===== src/rtl/mbe_pkg.sv =====
// ----------------------------------------------------------------------------
// Mandelbrot escape test package
// Fixed-point widths, result levels, controller states and control structs.
// ----------------------------------------------------------------------------
package mbe_pkg;

    // Default iteration limit.
    localparam int MAX_ITER_DEF = 32;

    // Input point format is Q4.24 in 28 bits.
    localparam int FRAC_BITS = 24;
    localparam int IN_W      = 28;

    // Carried z components reach about 24.0, so they need 30 signed bits.
    localparam int Z_W = 30;
    // Full-precision products and their sums or differences.
    localparam int P_W = 2 * Z_W;
    localparam int S_W = P_W + 1;

    // Escape limit 16.0 expressed in Q13.48.
    localparam int ESCAPE_SHIFT = 2 * FRAC_BITS + 4;

    // Result levels.
    localparam int LEVEL_W = 8;
    localparam logic [LEVEL_W-1:0] LEVEL_IN  = 8'hFF;
    localparam logic [LEVEL_W-1:0] LEVEL_OUT = 8'h00;

    // Controller states.
    typedef enum logic [1:0] {
        ST_IDLE,
        ST_MUL,
        ST_CHECK
    } mbe_state_t;

    // Commands from the controller to the datapath.
    typedef struct packed {
        logic load;
        logic mul_en;
        logic upd_en;
        logic out_load;
    } mbe_cmd_t;

    // Status from the datapath to the controller.
    typedef struct packed {
        logic escaped;
    } mbe_status_t;

endpackage


===== src/rtl/mbe_ctrl.sv =====
// ----------------------------------------------------------------------------
// Mandelbrot escape test controller
// Sequences load, multiply and check rounds and owns the output valid flag.
// ----------------------------------------------------------------------------
module mbe_ctrl
    import mbe_pkg::*;
#(
    parameter int MAX_ITER = MAX_ITER_DEF
)
(
    input  logic         clk,
    input  logic         rst_n,
    input  logic         in_valid,
    output logic         in_ready,
    output logic         out_valid,
    input  logic         out_ready,
    input  mbe_status_t  status,
    output mbe_cmd_t     cmd
);

    localparam int CNT_W = $clog2(MAX_ITER + 1);

    mbe_state_t        state_reg;
    mbe_state_t        state_next;
    logic [CNT_W-1:0]  cnt_reg;
    logic [CNT_W-1:0]  cnt_next;
    logic              out_valid_reg;
    logic              out_valid_next;
    logic              done;
    logic              out_free;

    // The point is finished when it escaped or every step has been checked.
    assign done     = status.escaped || (cnt_reg == CNT_W'(MAX_ITER));
    assign out_free = !out_valid_reg || out_ready;

    // Next state.
    always_comb
    begin
        state_next = state_reg;
        unique case (state_reg)
            ST_IDLE:
            begin
                if (in_valid)
                begin
                    state_next = ST_MUL;
                end
            end
            ST_MUL:
            begin
                state_next = ST_CHECK;
            end
            ST_CHECK:
            begin
                if (!done)
                begin
                    state_next = ST_MUL;
                end
                else if (out_free)
                begin
                    state_next = ST_IDLE;
                end
            end
            default:
            begin
                state_next = ST_IDLE;
            end
        endcase
    end

    // Outputs and commands.
    always_comb
    begin
        cmd      = '0;
        in_ready = 1'b0;
        unique case (state_reg)
            ST_IDLE:
            begin
                in_ready = 1'b1;
                cmd.load = in_valid;
            end
            ST_MUL:
            begin
                cmd.mul_en = 1'b1;
            end
            ST_CHECK:
            begin
                cmd.upd_en   = !done;
                cmd.out_load = done && out_free;
            end
            default:
            begin
                cmd = '0;
            end
        endcase
    end

    // Step counter and output valid flag.
    always_comb
    begin
        cnt_next = cnt_reg;
        if (cmd.load)
        begin
            cnt_next = '0;
        end
        else if (cmd.upd_en)
        begin
            cnt_next = cnt_reg + 1'b1;
        end

        out_valid_next = out_valid_reg;
        if (cmd.out_load)
        begin
            out_valid_next = 1'b1;
        end
        else if (out_ready)
        begin
            out_valid_next = 1'b0;
        end
    end

    always_ff @(posedge clk or negedge rst_n)
    begin
        if (!rst_n)
        begin
            state_reg     <= ST_IDLE;
            cnt_reg       <= '0;
            out_valid_reg <= 1'b0;
        end
        else
        begin
            state_reg     <= state_next;
            cnt_reg       <= cnt_next;
            out_valid_reg <= out_valid_next;
        end
    end

    assign out_valid = out_valid_reg;

endmodule


===== config.mk =====
export PLATFORM = sky130hd
export DESIGN_NAME = mbe_ctrl
export DESIGN_NICKNAME = d
export VERILOG_FILES = /design/src/rtl/mbe_pkg.sv /design/src/rtl/mbe_ctrl.sv
export SDC_FILE = /design/constraint.sdc
export NUM_CORES = 1
export LEC_CHECK = 0
export ABC_AREA = 1
export BUFFER_PORTS_ARGS = -buffer_cell sky130_fd_sc_hd__buf_4
export CAP_MARGIN = 20
export CORE_MARGIN = 2
export CORE_UTILIZATION = 30
export DETAILED_ROUTE_END_ITERATION = 12
export HOLD_SLACK_MARGIN = 0.06
export PLACE_DENSITY = 0.6
export SLEW_MARGIN = 20
export SYNTH_ARGS = -nofsm -noshare
export SYNTH_HDL_FRONTEND = slang
export SYNTH_SLANG_ARGS = --single-unit

===== constraint.sdc =====
create_clock -name clk -period 1.9 [get_ports clk]
set_clock_uncertainty 0.2 [all_clocks]
set_input_delay 0.285 -clock clk [delete_from_list [all_inputs] [get_ports clk]]
set_output_delay 0.285 -clock clk [all_outputs]
set_load 0.03 [all_outputs]

==> impl_metrics.csv, run 1 <==
group,metric,value,unit
run_status,status,"finished with violations",
run_status,failed_checks,"negative setup slack",
synth,ys_ff_latch,9,
critical_path,reg2reg_slack,300,ps
critical_path,critical_path_required,1410,ps
final_layout,largest_reg_flops,6,
clock_tree,cts.path.max_buffers,2,
clock_tree,clkLatencyLatePin,260,ps
sta,rsz0062_at_grt,"true",
sta,final_max_slew_viol_count,0,
placement,place_hpwl,838,um
placement,placedCellCount,103,
critical_path,cp-end-kind,"primary output",
worst_hold_path,hold_path_depth,4,
power,peakVddDrop,640,uV
worst_hold_path,hold_start,"out_ready",
critical_path,r2r_cells,11,
die,core_area,0.00173,sq mm
clock_tree,cts_htree_levels,1,
worst_hold_path,worstHoldEndpoint,"out_valid$_DFFE_PN0P_",
synth,yosysUniqueCellTypes,18,
final_layout,insertedDiodeCount,0,
clock_tree,cts_tree,"built",
final_layout,drive_above_1_share,0.429,
drt,via_per_inst,4.33,
drt,drt-initial-drc-count,2,
synth,syn_area_per_cell,8.05,sq um
synth,yosysTopAreaCell,"dfrtp_1",
synth,synth_cells,69,
sta,worst_slack,-32.8,ps
die,io_pins,11,
global_route,grt-ovfl-total,0,
final_layout,n_fill_cell,181,
sta,min_period_over_period,1.02,
die,rows,15,
synth,synth_nets,76,
final_layout,multi_input_area,290,sq um
synth,yosysMostFrequentCell,"nand2_1",
critical_path,cp_data_arrival_time,1450,ps
critical_path,worstReg2RegStart,"cnt_reg[0]$_DFFE_PN0P_",
drt,ant_nets,0,
synth,ys_top_cells_by_count,"nand2_1 (12), nand3_1 (10), dfrtp_1 (9), inv_1 (9), nor2_1 (9)",
sta,timing.setup.tns,-51.8,ps
clock_tree,numCtsBuffers,3,
synth,synth.yosys.seq_area_share,0.405,
drt,wirelength,1240,um
final_layout,final-seq-area,225,sq um
clock_tree,root_buffer,"clkbuf_4",
sta,timing.final.hold_violations,0,
placement,gp_congestion,0.852,
power,finalPower,1020,uW
clock_tree,cts.clk_slew.worst_paths,60,ps
global_route,grt_pass1_vias,453,
die,start_util,0.322,
critical_path,cp-start-kind,"register",
sta,maxSlewHeadroom,0.869,
final_layout,final_cells,116,
drt,num_vias,502,
drt,wl_per_cell,10.7,um
drt,drtPass1Iterations,4,
synth,yosys_warnings,0,
global_route,grt_max_degree,11,
global_route,grt_pass1_wl,1960,um
synth,yosysTopAreaCellShare,0.405,
die,fp.dieW,47.0,um
clock_tree,cts.sink_count,9,
sta,min_period,1930,ps
synth,synthTopCellsByArea,"dfrtp_1 (41%), nand3_1 (9.0%), nand2_1 (8.1%)",
sta,worst_slew_pin_slew,196,ps
final_layout,syn2layout_area_growth,39.6,%
job,drv_cap,0,
global_route,grt_usage,0.137,
final_layout,nets,99,
synth,syn_area,556,sq um
sta,setup_viol,2,
critical_path,path_max_fanout,2,
drt,drcViolationCount,0,
placement,io_buffers,10,
power,leakage,0.000407,uW
critical_path,worstSetupPathType,"register to primary output",
synth,synthArstFlopShare,1.00,
global_route,antenna_found_initial,0,
sta,fmax,0.517,GHz
die,dieArea,0.00221,sq mm
die,die_h,47.0,um
power,power.density,1320,mW/mm^2
critical_path,worst_r2r_endpoint,"cnt_reg[0]$_DFFE_PN0P_",
synth,synth_edf_count,0,
worst_hold_path,hp-class,"input pin to register",
synth,synth_ff_type,"dfrtp_1",
## worst max path at each step
stage / from / end
2_1_floorplan: cnt_reg[0]$_DFFE_PN0P_ / cmd[0]
3_3_place_gp: cnt_reg[1]$_DFFE_PN0P_ / cmd[0]
3_5_place_dp: cnt_reg[1]$_DFFE_PN0P_ / cmd[0]
4_1_cts: cnt_reg[1]$_DFFE_PN0P_ / cmd[0]
5_1_grt: cnt_reg[0]$_DFFE_PN0P_ / cmd[0]
6_report: cnt_reg[0]$_DFFE_PN0P_ / cmd[0]
## routing by layer
| metal | global-route usage | wire (um) |
|---|---|---|
| met1 | 0.147 | 543 |
| met2 | 0.222 | 588 |
| met3 | 0.0731 | 85 |
| met4 | 0.0611 | 19 |
| met5 | 0 | 0 |
## kinds of logic after synthesis
group | count (synthesis) | share of synthesized area
AO/OA/AOI/OAI | 2 | 0.0270
flip-flops | 9 | 0.405
adder cells (fa/ha/maj) | 2 | 0.0450
AND/OR/NAND/NOR | 40 | 0.372
buffers and inverters | 13 | 0.104
XOR/XNOR | 3 | 0.0473
## repair_timing
item | 4_1_cts | 5_1_grt
hold endpoints to repair | 9 | 0
setup buffers | 6 | 2
pin swaps | 5 | 5
endpoints found under the setup margin | 2 | 2
hold buffers | 1 | 0
resized for setup | 7 | 2
## where the power goes
group          total [uW]  switching, uW  internal (uW)
clock network         148           67.3           81.0
logic                 595            345            250
registers             280           39.2            241
total                1020            452            571
## critical path, cell delays in order (launching register included)
cell,delay (ps)
dfrtp_1,390
inv_2,90
ha_4,130
nand2_2,40
inv_2,50
nand3_2,80
nand2_2,100
nand2_2,60
nor2_1,80
buf_4,160
## metrics by stage
step,utilization,instance area [sq um],setup slack [ps],hold slack [ps]
2_1_floorplan,-,556,254,-211
3_3_place_gp,0.379,654,191,-84.5
3_5_place_dp,0.379,654,147,-81.3
4_1_cts,0.439,758,-56.1,92.2
5_1_grt,0.449,776,-125,117
6_report,0.449,776,-32.8,92.4
## layout make-up
class                   count  area share
well taps                  25      0.0403
clock buffers               4      0.0339
flip-flops and latches      9       0.290
multi-input cells          47       0.374
inverters                  11      0.0548
repair buffers             20       0.206
## cells in the final DEF, fill, tap and decap left out, drive strengths merged
cell type / n
nor3: 1
clkinv: 1
inv: 10
nand3: 12
o22ai: 1
ha: 2
nor2: 11
dfrtp: 9
xor2: 3
dlygate4sd3: 1
o21ai: 1
buf: 19
nand2: 16
clkbuf: 4
No activity file was read; power rests on OpenSTA's default activity.
==> inputs of run 2 (changes only) <==
--- a/config.mk
+++ b/config.mk
@@ -8,7 +8,6 @@
 export ABC_AREA = 1
 export BUFFER_PORTS_ARGS = -buffer_cell sky130_fd_sc_hd__buf_4
 export CAP_MARGIN = 20
-export CORE_MARGIN = 2
 export CORE_UTILIZATION = 30
 export DETAILED_ROUTE_END_ITERATION = 12
 export HOLD_SLACK_MARGIN = 0.06
==> run 2 against run 1 <==
Effect of this change:
- the flow still finishes with violations (negative setup slack)
- combinational power shrank 5.0%
- first-iteration DRC count shrank 100%
- maximum frequency grew 1.1%
- sequential power is essentially flat
- highest routed layer unchanged
- final area shrank 0.32%
- via count shrank 3.4%
- count of clock-buffer cells in the layout is the same
- critical path depth is the same
- non-clock buffer count is the same
- core utilization shrank 0.14 points
==> impl_metrics.csv, run 2 (same netlist as run 1, synthesis figures left out) <==
group,metric,value,unit
run_status,status,"finished with violations",
run_status,failed_checks,"negative setup slack",
final_layout,largest_reg_flops,6,
drt,ant_nets,0,
sta,timing.setup.tns,-15.9,ps
sta,maxSlewHeadroom,0.880,
drt,wirelength,1140,um
placement,placedCellCount,103,
die,core_area,0.00173,sq mm
clock_tree,clkLatencyLatePin,260,ps
final_layout,insertedDiodeCount,0,
die,rows,15,
drt,drtPass1Iterations,1,
critical_path,critical_path_required,1410,ps
worst_hold_path,hp-class,"input pin to register",
placement,gp_congestion,0.730,
global_route,antenna_found_initial,0,
critical_path,slowest_delay,370,ps
clock_tree,cts_tree,"built",
final_layout,design_area,773,sq um
placement,io_buffers,10,
critical_path,crit_buf_inv,4,
sta,min_period,1910,ps
critical_path,cpLargestDelayFamily,"flip-flops",
drt,drt-initial-drc-count,0,
final_layout,syn2layout_area_growth,39.2,%
sta,worst_slew_pin_slew,180,ps
die,start_util,0.322,
clock_tree,cts.clk_slew.worst_paths,60,ps
placement,place_hpwl,807,um
sta,timing.final.hold_violations,0,
sta,setup_viol,2,
clock_tree,cts_htree_levels,1,
sta,final_max_slew_viol_count,0,
drt,wl_per_cell,9.85,um
drt,drcViolationCount,0,
sta,rsz0062_at_grt,"true",
power,leakage,0.000409,uW
clock_tree,cts.path.max_buffers,2,
clock_tree,numCtsBuffers,3,
global_route,grt_pass1_wl,1760,um
global_route,grt-ovfl-total,0,
global_route,grt_usage,0.129,
clock_tree,cts.sink_count,9,
sta,worst_slack,-12.2,ps
final_layout,final_cell_mix,"buf_4 (17), nand2_1 (11), nand3_1 (10)",
die,io_pins,11,
die,dieArea,0.00203,sq mm
power,power.density,1290,mW/mm^2
sta,fmax,0.523,GHz
die,die_h,45.0,um
critical_path,crit_top_cell,"buf_6",
critical_path,worstSetupPathType,"register to primary output",
global_route,grt_max_degree,11,
critical_path,crit_chain,"inv_2, ha_4, nand2_1, inv_1, nand3_2, nand2_2, buf_6, nor2_4, buf_6",
job,drv_cap,0,
die,fp.dieW,45.0,um
global_route,grt_pass1_vias,421,
critical_path,cp-end-kind,"primary output",
final_layout,post-route-util,0.448,
final_layout,final-seq-area,225,sq um
final_layout,nets,99,
critical_path,cp-start-kind,"register",
final_layout,layout.cells.most_common,"buf_4",
critical_path,slowest_stage,"dfrtp_1",
power,peakVddDrop,416,uV
final_layout,final_cells,116,
final_layout,n_fill_cell,174,
sta,min_period_over_period,1.01,
final_layout,multi_input_area,288,sq um
drt,via_per_inst,4.18,
final_layout,drive_above_1_share,0.407,
critical_path,path_max_fanout,2,
placement,place_area,654,sq um
clock_tree,root_buffer,"clkbuf_4",
critical_path,cp_data_arrival_time,1430,ps
drt,num_vias,485,
[run 2: metrics by stage]
step	setup WS, ps	hold WS, ps	total power, uW
finish	-12.2	94.1	994
CTS	-42.2	89.9	965
floorplan	254	-211	624
detailed placement	169	-79.0	747
global placement	188	-79.5	742
global route	-105	122	1070
[run 2: final cells by class]
class                   count  share of cell area
multi-input cells          47               0.372
flip-flops and latches      9               0.291
well taps                  25              0.0405
repair buffers             20               0.207
inverters                  11              0.0550
clock buffers               4              0.0340
[run 2: worst register-to-register path, delay by kind of cell, from the launching register on]
| family | cells | cell delay [ps] |
|---|---|---|
| buffers and inverters | 4 | 390 |
| adders and majority gates | 1 | 120 |
| DFF | 1 | 390 |
| and+or+nand+nor | 6 | 350 |
[run 2: path summary, 6_finish.rpt]
check	to	slack (ps)	cells after the start	from
min in group asynchronous	cnt_reg[5]$_DFFE_PN0P_	180	2	rst_n
max reg2reg	cnt_reg[0]$_DFFE_PN0P_	340	11	cnt_reg[1]$_DFFE_PN0P_
min reg2reg	state_reg[1]$_DFFE_PN0P_	360	1	state_reg[1]$_DFFE_PN0P_
max	cmd[1]	-10	9	cnt_reg[0]$_DFFE_PN0P_
max in group asynchronous	state_reg[1]$_DFFE_PN0P_	1180	2	rst_n
min	out_valid$_DFFE_PN0P_	90	4	out_ready
[run 2: report_power, final]
part / switching [uW] / internal [uW] / total (uW)
Clock: 67.7 / 80.9 / 149
Sequential: 39.6 / 241 / 280
Combinational: 336 / 229 / 565
[run 2: routing by layer]
layer | vias up | global-route usage | share of wire
met5 | - | 0 | 0
met4 | 0 | 0.0909 | 0.022
met3 | 4 | 0.0240 | 0.024
met2 | 8 | 0.212 | 0.50
met1 | 218 | 0.150 | 0.45
li1 | 255 | - | -
[run 2: what timing repair did]
item | CTS | global route
hold buffers | 1 | 0
hold endpoints to repair | 9 | 0
gates resized for setup | 2 | 5
buffers inserted | 5 | 3
pin swaps | 2 | 5
setup endpoints to repair | 2 | 2
==> inputs of run 3 (changes only) <==
--- a/config.mk
+++ b/config.mk
@@ -5,7 +5,6 @@
 export SDC_FILE = /design/constraint.sdc
 export NUM_CORES = 1
 export LEC_CHECK = 0
-export ABC_AREA = 1
 export BUFFER_PORTS_ARGS = -buffer_cell sky130_fd_sc_hd__buf_4
 export CAP_MARGIN = 20
 export CORE_UTILIZATION = 30
==> run 3 against run 2 <==
Effect of this change:
- the run still ends with negative setup slack left
- sequential share of layout area is 3.5 points higher
- die area is 8.0% lower
- hold slack better by 60 ps
- critical endpoint unchanged
==> impl_metrics.csv, run 3 <==
group,metric,value,unit
run_status,status,"finished with violations",
run_status,failed_checks,"negative setup slack",
final_layout,final_cells,83,
critical_path,critical_path_required,1410,ps
drt,wirelength,954,um
global_route,busiest_layer,"met2",
die,fp.dieW,43.2,um
die,rows,14,
sta,rsz0062_at_grt,"true",
synth,synthAdderAreaFrac,0.0491,
final_layout,drive_above_1_share,0.418,
synth,ys_top_cells_by_count,"dfrtp_1 (9), inv_1 (6), nand2_1 (5)",
die,core_area,0.00154,sq mm
critical_path,cp_data_arrival_time,1520,ps
sta,fmax,0.498,GHz
final_layout,insertedDiodeCount,0,
die,dieArea,0.00187,sq mm
clock_tree,clkLatencyLatePin,260,ps
sta,setup_viol,2,
final_layout,final_cell_mix,"buf_4 (14), dfrtp_1 (9), nand2_1 (5)",
drt,drt-initial-drc-count,6,
synth,syn_area,509,sq um
global_route,use_met2,0.182,
power,comb_power_share,0.527,
power,power.density,1310,mW/mm^2
die,die_h,43.2,um
clock_tree,numCtsBuffers,3,
synth,ys_ff_latch,9,
critical_path,crit_top_cell,"inv_2",
critical_path,slowest_delay,350,ps
drt,wl_per_cell,11.5,um
critical_path,slowest_stage,"dfrtp_1",
worst_hold_path,hold_path_depth,3,
sta,final_max_slew_viol_count,0,
final_layout,layout.cells.most_common,"buf_4",
synth,yosysTopAreaCellShare,0.442,
clock_tree,cts_tree,"built",
drt,num_vias,411,
synth,yosysMostFrequentCell,"dfrtp_1",
placement,gp_congestion,0.750,
drt,ant_nets,0,
global_route,grt_max_degree,10,
sta,min_period_over_period,1.06,
global_route,grt_pass1_wl,1660,um
synth,synthSimpleGateAreaFrac,0.224,
final_layout,largest_reg_flops,6,
final_layout,nets,75,
job,drv_cap,0,
synth,synth_ff_type,"dfrtp_1",
synth,synth_nets,57,
sta,timing.final.hold_violations,0,
die,io_pins,11,
clock_tree,cts.sink_count,9,
power,peakVddDrop,597,uV
drt,drtPass1Iterations,4,
drt,via_per_inst,4.95,
power,leakage,0.000330,uW
critical_path,cp-start-kind,"register",
placement,place_area,607,sq um
final_layout,syn2layout_area_growth,35.6,%
sta,worst_slew_pin_slew,283,ps
sta,maxSlewHeadroom,0.811,
synth,synth_compound_area_frac,0.133,
clock_tree,cts.path.max_buffers,2,
final_layout,n_fill_cell,153,
critical_path,worstSetupPathType,"register to primary output",
clock_tree,cts_htree_levels,1,
placement,placedCellCount,76,
synth,yosysTopAreaCell,"dfrtp_1",
power,clockPowerShare,0.166,
clock_tree,cts.clk_slew.worst_paths,60,ps
critical_path,crit_chain,"inv_2, ha_4, and4bb_4, a211o_4, inv_2, buf_6",
placement,place_hpwl,694,um
global_route,use_met3,0.0426,
final_layout,design_area,691,sq um
sta,min_period,2010,ps
power,p_sw_frac,0.405,
synth,synth-xor-area-share,0,
synth,synth_top_family_by_area,"simple AND/OR/NAND/NOR gates",
die,start_util,0.330,
synth,yosys_warnings,0,
critical_path,path_max_fanout,3,
synth,synth_edf_count,0,
global_route,grtUsageMet1,0.163,
synth,synth.yosys.seq_area_share,0.442,
worst_hold_path,hp-class,"input pin to register",
synth,muxShareOfSynthArea,0.0688,
synth,syn_area_per_cell,10.2,sq um
synth,synthArstFlopShare,1.00,
placement,io_buffers,10,
synth,synthTopCellsByArea,"dfrtp_1 (44%), ha_1 (4.9%), inv_1 (4.4%)",
global_route,grt-ovfl-total,0,
critical_path,cp-end-kind,"primary output",
synth,yosysUniqueCellTypes,23,
power,p_int,540,uW
synth,synth_cells,50,
power,p_switching,368,uW
critical_path,r2r_cells,6,
sta,worst_slack,-106,ps
clock_tree,root_buffer,"clkbuf_4",
global_route,antenna_found_initial,0,
global_route,grt_usage,0.126,
drt,drcViolationCount,0,
global_route,grt_pass1_vias,373,
power,p_seq_frac,0.307,
run 3: cell types whose count changed after synthesis, sizes merged, moves of 2 or more:
cell	change
nand2	-11
nand3	-11
nor2	-9
inv	-4
nand2b	+3
o31ai	+3
xor2	-3
a21oi	+2
mux2i	+2
run 3: area by class of cell:
cell class | count | area, sq um | share of cell area
Inverter | 6 | 22.5 | 0.0326
Tap cell | 16 | 20.0 | 0.0290
Timing Repair Buffer | 16 | 126 | 0.183
Multi-Input combinational cell | 32 | 270 | 0.391
Clock buffer | 4 | 26.3 | 0.0380
Sequential cell | 9 | 225 | 0.326
run 3: stage by stage:
stage	setup slack, ps	hold slack [ps]	power [uW]	TNS, ps	utilization
2_1_floorplan	51.0	-211	568	0	-
3_3_place_gp	81.7	-84.9	703	0	0.394
3_5_place_dp	82.5	-83.5	709	0	0.394
4_1_cts	-139	145	897	-269	0.435
5_1_grt	-173	173	982	-332	0.448
6_report	-106	155	907	-175	0.448
run 3: critical path: cells and delay by family (launching register included):
family,cells,cell delay (ps)
flip-flops,1,350
AO/OA/AOI/OAI,1,330
buffers and inverters,3,230
AND/OR/NAND/NOR,1,210
adder cells (fa/ha/maj),1,140
run 3: metal layers:
metal | routed length [um] | vias up
met1 | 430 | 190
met2 | 465 | 15
met4 | 0 | 0
li1 | - | 206
met3 | 57 | 0
met5 | 0 | -
run 3: final timing paths:
path	startpoint	end	slack, ps
max	cnt_reg[1]$_DFFE_PN0P_	cmd[1]	-110
min	status	out_valid$_DFFE_PN0P_	150
max reg2reg	cnt_reg[1]$_DFFE_PN0P_	cnt_reg[1]$_DFFE_PN0P_	60
min reg2reg	cnt_reg[5]$_DFFE_PN0P_	cnt_reg[5]$_DFFE_PN0P_	290
max in group asynchronous	rst_n	state_reg[1]$_DFFE_PN0P_	1180
min in group asynchronous	rst_n	cnt_reg[5]$_DFFE_PN0P_	180
run 3: timing repair:
item	4_1_cts	5_1_grt
endpoints found under the hold margin	9	0
hold buffers	1	0
resized for setup	4	6
buffers inserted	2	0
pin swaps	3	2
endpoints found under the setup margin	2	4
run 3: power by group through the flow:
stage          Combinational [uW]  Sequential [uW]  Clock (uW)
5_1_grt                       527              289         165
3_3_place_gp                  424              279           0
3_5_place_dp                  428              281           0
4_1_cts                       462              277         158
6_report                      478              279         150
2_1_floorplan                 272              296           0
run 3: cells by family after synthesis:
kind of cell,count (synthesis)
simple gates,18
compound gates,9
buf+inv,9
flops,9
mux,3
fa+ha+maj,2
